===== config.mk =====
export PLATFORM = sky130hd
export DESIGN_NAME = wblru_front
export DESIGN_NICKNAME = d
export VERILOG_FILES = /design/src/wblru_pkg.sv /design/src/wblru_front.sv
export SDC_FILE = /design/constraint.sdc
export NUM_CORES = 1
export LEC_CHECK = 0
export BUFFER_PORTS_ARGS = -buffer_cell sky130_fd_sc_hd__buf_2
export CORE_MARGIN = 4
export CORE_UTILIZATION = 55
export CTS_CLUSTER_SIZE = 30
export DETAILED_ROUTE_END_ITERATION = 10
export MAX_ROUTING_LAYER = met4
export PLACE_DENSITY_LB_ADDON = 0.05
export SYNTH_ARGS = -nofsm -noshare
export SYNTH_HDL_FRONTEND = slang
export SYNTH_SLANG_ARGS = --single-unit

===== constraint.sdc =====
create_clock -name clk -period 6.2 [get_ports clk]
set_input_delay 0.31 -clock clk [delete_from_list [all_inputs] [get_ports clk]]
set_output_delay 0.31 -clock clk [all_outputs]
set_load 0.01 [all_outputs]

===== src/wblru_pkg.sv =====
// package for the write-back lru set-associative cache
// types, constants and state enums shared by all modules but the ram; no dependencies
`timescale 1ns / 1ps
package wblru_pkg;

  localparam int SETS_DEF           = 4;
  localparam int WAYS_DEF           = 2;
  localparam int WORDS_PER_LINE_DEF = 64;
  localparam int TAGS_PER_SET_DEF   = 16;

  localparam int SET_W  = 2;
  localparam int TAG_W  = 4;
  localparam int OFF_W  = 6;
  localparam int DATA_W = 32;

  localparam logic MODE_READ  = 1'b0;
  localparam logic MODE_WRITE = 1'b1;

  typedef struct packed {
    logic               mode;
    logic [SET_W-1:0]   set_index;
    logic [TAG_W-1:0]   tag;
    logic [OFF_W-1:0]   word_offset;
    logic signed [DATA_W-1:0] write_data;
  } req_t;

  typedef struct packed {
    logic signed [DATA_W-1:0] read_data;
    logic                     hit;
    logic                     wrote_back;
  } rsp_t;

  typedef enum logic [2:0] {
    ST_CLEAR,
    ST_IDLE,
    ST_WB_RD,
    ST_FILL_RD,
    ST_ACCESS,
    ST_DONE
  } be_state_t;

endpackage


===== src/wblru_front.sv =====
// front part: takes commands, reduces fields, queues them for the back part
// depends on wblru_pkg
`timescale 1ns / 1ps
module wblru_front #(
  parameter int SETS           = wblru_pkg::SETS_DEF,
  parameter int TAGS_PER_SET   = wblru_pkg::TAGS_PER_SET_DEF,
  parameter int WORDS_PER_LINE = wblru_pkg::WORDS_PER_LINE_DEF
) (
  input  logic            clk,
  input  logic            rst,
  input  logic            in_valid,
  input  wblru_pkg::req_t in_req,
  output logic            full,
  output logic            q_valid,
  output wblru_pkg::req_t q_req,
  input  logic            q_pop
);
  // two-entry queue
  wblru_pkg::req_t ent [2];
  logic            rd_ptr;
  logic            wr_ptr;
  logic [1:0]      count;
  wblru_pkg::req_t red;

  // modulo reduction of out-of-range fields
  always_comb begin
    red             = in_req;
    red.set_index   = wblru_pkg::SET_W'(32'(in_req.set_index) % SETS);
    red.tag         = wblru_pkg::TAG_W'(32'(in_req.tag) % TAGS_PER_SET);
    red.word_offset = wblru_pkg::OFF_W'(32'(in_req.word_offset) % WORDS_PER_LINE);
  end

  assign full    = (count == 2'd2);
  assign q_valid = (count != 2'd0);
  assign q_req   = ent[rd_ptr];

  always_ff @(posedge clk) begin
    if (in_valid) begin
      ent[wr_ptr] <= red;
    end
    if (rst) begin
      rd_ptr <= 1'b0;
      wr_ptr <= 1'b0;
      count  <= 2'd0;
    end else begin
      if (in_valid) begin
        wr_ptr <= ~wr_ptr;
      end
      if (q_pop) begin
        rd_ptr <= ~rd_ptr;
      end
      count <= count + 2'(in_valid) - 2'(q_pop);
    end
  end
endmodule


==> summary.md, run 1 <==
| Metric | Value |
|---|---|
| Placed instance count | `330` |
| Slew Viols, Final | `0` |
| GRT Overall Usage | `0.147` |
| Most frequent cells in the layout | `buf_2 (95), edfxtp_1 (90), mux2_4 (40)` |
| Std cell rows | `29` |
| Antenna Nets Post-Route | `0` |
| Max stage delay on crit path | `0.59 ns` |
| Initial core utilization | `0.571` |
| Final wirelength | `5.55 mm` |
| Most common cell after layout, fill and taps aside | `buf_2` |
| Synth top area cells | `edfxtp_1 (74%), mux2_4 (16%), dfxtp_1 (2.7%)` |
| Diodes inserted | `0` |
| Fin crit period | `2.36 ns` |
| Post-synth top area cell | `edfxtp_1` |
| Worst Tran Pin Value | `1.08 ns` |
| Number of stages on the worst setup path | `3` |
| Total gr overflow | `0` |
| DR pass1 iterations | `4` |
| Post-Synthesis Cell Area | `0.00367 mm2` |
| HP Class | `primary input to flip-flop` |
| GR peak layer | `met2` |
| CP Capture Type | `primary output` |
| Delay-heaviest family, CP | `buffers and inverters` |
| Io pins | `96` |
| Clock Pin Slew Worst Setup and Hold Paths | `0.08 ns` |
| Drt drc | `0` |
| Final Wtd Congestion | `0.656` |
| Die Span Y | `89.7 um` |
| RSZ-0062 raised after global routing | `false` |
| Worst Reg2Reg Path Length in Cells | `1` |
| Max Clock Skew | `0.00449 ns` |
| Arr. time, crit path | `2.05 ns` |
| Nets@finish | `315` |
| Fin. Hold Viols | `0` |
| Final hold slack | `0.148 ns` |
| Max Clk Rate | `424 MHz` |
| Post-Syn Nets | `212` |
| Fillers | `444` |
| Die width | `89.7 um` |
| GR Layer Usage met1 | `0.174` |
| Synthesized area per cell | `22.8 um2` |
| Met3 usage | `0.0520` |
| Peak VDD IR | `0.199 mV` |
| DIE AREA | `0.00804 mm2` |
| Share of layout cells above drive strength 1 | `0.591` |
| Number of global-route vias before repair | `1721` |
| Status | `completed` |
| CP Max Fanout | `35` |
| Wire length of the first global-routing pass | `8.06 mm` |
| Multi-input combinational cell area | `777 um2` |
| Cell Pwr Density | `310 mW/mm2` |
| CP max-delay cell | `buf_4` |
| WP data required | `5.89 ns` |
| Synth unique cells | `14` |
| CTS max path bufs | `2` |
| Initial antenna violation count | `0` |
| MaxCap Viol Count | `0` |
| Warnings, synthesis | `0` |
| M2 GR Usage | `0.226` |
| Startpoint types | `flip-flop` |
| Crit path buf inv count | `2` |
| CTS Sinks | `95` |
| #FFs+latches synth | `95` |
| Post-route setup TNS | `0 ns` |
| Layout area overhead | `19.5%` |
| Final setup fails | `0` |
| Worst-path cell chain | `buf_4 > mux2_2 > buf_2` |
| Layout Utilization | `0.683` |
| Non-Filler Instances | `346` |
| Clock insertion delay at the later pin of the skew report | `0.34 ns` |
| Largest net degree at the start of global routing | `46` |
| Drt wl/cell | `16.0 um` |
| Core area | `0.00642 mm2` |
| Slew margin rel. | `0.279` |
| Mapped Cells | `161` |
| CTS Buf Count | `9` |
| PortBufs | `95` |
| CTS hold repair buffers | `0` |
| Post-CTS setup buffer count | `0` |
| Worst setup path class | `flip-flop to primary output` |
| Via count | `1728` |
| Drt first-iter violations | `92` |
| Post-DR vias/cell | `4.99` |
| Cts repair resizes | `0` |
| Hold depth | `1` |
| FF+latch area | `0.00280 mm2` |
| Leakage Power | `1.76 nW` |
| Synth top area share | `0.736` |
| Final period utilization | `0.381` |
| Seq/Total Area, Yosys | `0.764` |
| H-tree levels | `3` |
| Root cell of the clock tree | `clkbuf_8` |
| CTS tree | `yes` |
## area by class of cell
cell class | count | share of cell area
multi-input cells | 59 | 0.177
clock inverters | 7 | 0.0200
well taps | 77 | 0.0220
repair buffers | 97 | 0.112
flip-flops and latches | 95 | 0.639
inverters | 2 | 0.00171
clock buffers | 9 | 0.0282
## cells by family after synthesis
group                      count (synthesis)  share of synthesized area
muxes                                     45                      0.179
adders and majority gates                  2                    0.00682
xor gates and xnor gates                   3                     0.0109
DFF                                       95                      0.764
and+or+nand+nor                            9                     0.0126
buffers and inverters                      7                     0.0269
## worst paths after layout
check / to / start / slack (ns)
setup / recovery: q_req[44] / flip-flop / 3.84
hold reg to reg: rd_ptr / rd_ptr / 0.54
setup reg to reg: ent[1][15] / wr_ptr / 4.50
hold / removal: ent[1][34] / in_req[34] / 0.15
## cells in the mapped netlist
cell and count:
dfxtp_1 5, and2_1 1, buf_12 4, xnor2_1 2, nor2_1 4, xnor3_1 1, edfxtp_1 90, mux2_2 5
nor2b_1 3, mux2_4 40, ha_1 2, inv_1 2, buf_6 1, or2_2 1
## sequential cells by signal, summed over array words and instances, names as in the netlist, named ones only
name	cells
ent	90
rd_ptr	1
count	2
wr_ptr	1
## stage by stage
stage | setup WS, ns | instance area, um2 | total power, mW
after floorplan | 3.41 | 3670 | 0.901
after global placement | 4.19 | 4180 | 0.956
after detailed placement | 4.20 | 4180 | 0.959
after CTS | 3.79 | 4390 | 1.38
after global routing | 3.71 | 4390 | 1.43
final | 3.84 | 4390 | 1.36
## layer usage
layer / share of wire / up-vias / wire, um
met1: 0.43 / 830 / 2380
met5: 0 / - / 0
met2: 0.50 / 62 / 2760
li1: - / 830 / -
met3: 0.061 / 6 / 338
met4: 0.011 / 0 / 63
## power breakdown
part | internal [mW] | total (mW) | switching (mW) | leakage (nW)
logic | 0.0966 | 0.179 | 0.0823 | 0.771
registers | 0.748 | 0.763 | 0.0147 | 0.887
clock network | 0.224 | 0.420 | 0.196 | 0.102
total | 1.07 | 1.36 | 0.293 | 1.76
Power figures use the tool's default switching activity.
==> run 2, diff against run 1 <==
- ABC_AREA: not set -> 1
- CORE_UTILIZATION: 55 -> 52
- clock period: 6.2 -> 2.3 ns (I/O delays scaled with it)
==> run 2 against run 1 <==
  * Critical path depth did not move
  * Non-clock buffer count rose by 49
  * Register-to-register slack lost 3.6 ns
  * Sequential share of layout area fell by 7.0 points
  * Area after synthesis grew 0.14%
  * Via count grew 12%
  * Worst hold slack got worse by 0.070 ns
  * Die area grew 5.4%
  * Wire length grew 11%
  * Synthesized cell count grew 6.2%
  * Critical endpoint unchanged
  * Largest cell class unchanged
  * Largest power group unchanged
  * Highest routed layer unchanged
==> summary.md, run 2 <==
| Metric | Value |
|---|---|
| Drt wl/cell | `14.6 um (was 16.0 um)` |
| Layout area overhead | `33.9% (was 19.5%)` |
| HP Class | `primary input to flip-flop (unchanged)` |
| CTS Buf Count | `9 (unchanged)` |
| Root cell of the clock tree | `clkbuf_8 (unchanged)` |
| Count leader, synth | `edfxtp_1 (unchanged)` |
| Drt drc | `0 (unchanged)` |
| Post-Syn Nets | `222 (was 212)` |
| CTS tree | `yes (unchanged)` |
| H-tree levels | `3 (unchanged)` |
| Total gr overflow | `0 (unchanged)` |
| Synth top area cells | `edfxtp_1 (74%), mux2_4 (16%), dfxtp_1 (2.7%) (unchanged)` |
| Post-synth top area cell | `edfxtp_1 (unchanged)` |
| Delay-heaviest family, CP | `buffers and inverters (unchanged)` |
| Initial antenna violation count | `0 (unchanged)` |
| Core area | `0.00683 mm2 (was 0.00642 mm2)` |
| CP Max Fanout | `31 (was 35)` |
| CP Capture Type | `primary output (unchanged)` |
| Final setup fails | `0 (unchanged)` |
| Leakage Power | `1.99 nW (was 1.76 nW)` |
| Most common cell after layout, fill and taps aside | `buf_2 (unchanged)` |
| Worst-path cell chain | `buf_4 > mux2_2 > buf_2 (unchanged)` |
| Status | `completed (unchanged)` |
| Async S/R FF share, synth | `0 (unchanged)` |
| Compound-Gate Fraction of Synth Area | `0.00136 (was 0)` |
| Max Clk Rate | `551 MHz` |
| Slew Viols, Final | `0 (unchanged)` |
| Dpl ws | `0.839 ns (was 4.20 ns)` |
| Fin. Hold Viols | `0 (unchanged)` |
| Final period utilization | `0.789` |
| Drt first-iter violations | `69 (was 92)` |
| MaxCap Viol Count | `0 (unchanged)` |
| Die Span Y | `92.1 um (was 89.7 um)` |
| Largest family of logic cells by synthesized area | `multiplexers (unchanged)` |
| Fillers | `460 (was 444)` |
| Std cell rows | `30 (was 29)` |
| Worst Reg2Reg Path Length in Cells | `3 (was 1)` |
| Synthesized-area fraction occupied by adder cells | `0.00681 (was 0.00682)` |
| Most frequent cells in the layout | `buf_2 (95), edfxtp_1 (90), dlygate4sd3_1 (46) (was buf_2 (95), edfxtp_1 (90), mux2_4 (40))` |
| Cts repair resizes | `0 (unchanged)` |
| Worst setup path class | `flip-flop to primary output (unchanged)` |
| Clock insertion delay at the later pin of the skew report | `0.34 ns (about the same)` |
| GRT Overall Usage | `0.156 (was 0.147)` |
| Fin crit period | `1.81 ns` |
| Post-route setup TNS | `0 ns (unchanged)` |
| Biggest regs | `ent: 90 flops, count: 2 flops (unchanged)` |
| Clock Pin Slew Worst Setup and Hold Paths | `0.08 ns (about the same)` |
| Post-DP Area | `0.00425 mm2 (was 0.00418 mm2)` |
| #FFs+latches synth | `95 (unchanged)` |
| Warnings, synthesis | `0 (unchanged)` |
| Via count | `1939 (was 1728)` |
| Io pins | `96 (unchanged)` |
| Synth unique cells | `14 (unchanged)` |
| Final Wtd Congestion | `0.710 (was 0.656)` |
| DR pass1 iterations | `4 (unchanged)` |
| Synth Flop Type | `edfxtp_1 (unchanged)` |
| Synth top area share | `0.735 (was 0.736)` |
| Mapped Cells | `171 (was 161)` |
| WP data required | `2.18 ns (was 5.89 ns)` |
| Design area | `0.00492 mm2 (was 0.00439 mm2)` |
| Max reg flops | `90 (unchanged)` |
| CP max-delay cell | `buf_4 (unchanged)` |
| Post-DR vias/cell | `4.57 (was 4.99)` |
| Cell Pwr Density | `748 mW/mm2 (was 310 mW/mm2)` |
| Simple-gate portion of the synthesized area | `0.0150 (was 0.0126)` |
| Max stage delay on crit path | `0.48 ns (was 0.59 ns)` |
| Initial core utilization | `0.538 (was 0.571)` |
| Hold depth | `3 (was 1)` |
| Final hold slack | `0.0778 ns (was 0.148 ns)` |
| Antenna Nets Post-Route | `0 (unchanged)` |
| Nets@finish | `374 (was 315)` |
| Number of stages on the worst setup path | `3 (unchanged)` |
| Synthesized area per cell | `21.5 um2 (was 22.8 um2)` |
| Die width | `92.1 um (was 89.7 um)` |
| Most flops, register | `ent (unchanged)` |
| Crit path buf inv count | `2 (unchanged)` |
| Wire length of the first global-routing pass | `9.87 mm (was 8.06 mm)` |
| Final setup margin | `0.486 ns (was 3.84 ns)` |
| Startpoint types | `flip-flop (unchanged)` |
| Slew margin rel. | `0.621 (was 0.279)` |
| Worst Tran Pin Value | `0.568 ns (was 1.08 ns)` |
| Final wirelength | `6.17 mm (was 5.55 mm)` |
| Number of global-route vias before repair | `2035 (was 1721)` |
| Post-synth top cells | `edfxtp_1 (90), mux2_4 (40), inv_1 (8), nor2_1 (7) (was edfxtp_1 (90), mux2_4 (40), dfxtp_1 (5), mux2_2 (5))` |
| Post-synthesis mux area share | `0.179 (about the same)` |
| Peak VDD IR | `0.383 mV (was 0.199 mV)` |
| Post-synth EDFFs | `90 (unchanged)` |
| Diodes inserted | `0 (unchanged)` |
| Xor-xnor portion of the synthesized cell area | `0.00238 (was 0.0109)` |
| Post-Synthesis Cell Area | `0.00367 mm2 (about the same)` |
| CTS max path bufs | `2 (unchanged)` |
| Seq/Total Area, Yosys | `0.763 (was 0.764)` |
| PortBufs | `95 (unchanged)` |
| Post-CTS setup buffer count | `0 (unchanged)` |
| Max Clock Skew | `0.00934 ns (was 0.00449 ns)` |
| CTS Sinks | `95 (unchanged)` |
| DPL Wire Length | `3.79 mm` |
| Power consumption | `3.68 mW (was 1.36 mW)` |
| DIE AREA | `0.00848 mm2 (was 0.00804 mm2)` |
| Arr. time, crit path | `1.70 ns (was 2.05 ns)` |
| RSZ-0062 raised after global routing | `false (unchanged)` |
| Largest net degree at the start of global routing | `32 (was 46)` |
| Share of layout cells above drive strength 1 | `0.494 (was 0.591)` |
## run 2: changes by cell type after synthesis, sizes merged
cell	before	now
nor3	0	1
inv	2	8
or2	1	0
nor2	4	7
nand2	0	5
nand3	0	1
a21oi	0	1
xnor2	2	1
nor2b	3	0
xnor3	1	0
and2	1	0
## run 2: worst paths after layout
kind	start	endpoint	slack, ns
setup reg to reg	wr_ptr	ent[1][33]	0.89
setup / recovery	flip-flop	q_req[44]	0.49
hold / removal	q_pop	flip-flop	0.08
hold reg to reg	rd_ptr	flip-flop	0.53
## run 2: layer usage
layer  global-route usage  up-vias  routed length [um]
li1                     -      953                   -
met1                0.193      926                2690
met2                0.251       56                3140
met3               0.0443        4                 319
met4               0.0483        0                  26
met5                    -        -                   0
## run 2: stage by stage
step	utilization	instances
floorplan	-	171
global placement	0.622	362
detailed placement	0.622	362
CTS	0.721	424
global route	0.721	424
finish	0.721	424
## run 2: area by class of cell
type	count	area (um2)	share of cell area
Clock inverter	7	87.6	0.0178
Tap cell	96	120	0.0244
Multi-Input combinational cell	63	758	0.154
Timing Repair Buffer	146	998	0.203
Clock buffer	9	124	0.0252
Sequential cell	95	2800	0.570
Inverter	8	30.0	0.00610
## run 2: cell families (layout without fill, tap and decap cells)
kind of cell / after synthesis / after routing
flops: 95 / 95
mux: 45 / 45
simple gates: 14 / 14
buf+inv: 13 / 170
fa+ha+maj: 2 / 2
compound gates: 1 / 1
xor+xnor: 1 / 1
## run 2: worst register-to-register path: cells and delay by family (launching register included)
family                 cells  cell delay [ns]
buffers and inverters      2             0.64
flip-flops                 1             0.40
AND/OR/NAND/NOR            1             0.08
## run 2: what timing repair did
action / in CTS / in global routing
hold endpoints to repair: 93 / 0
endpoints found under the setup margin: 0 / 0
hold buffers: 46 / 0
## run 2: power breakdown
group	leakage, nW	total [mW]	internal (mW)	switching, mW
registers	0.887	2.02	2.00	0.0248
logic	1.01	0.530	0.292	0.238
clock network	0.100	1.13	0.603	0.529
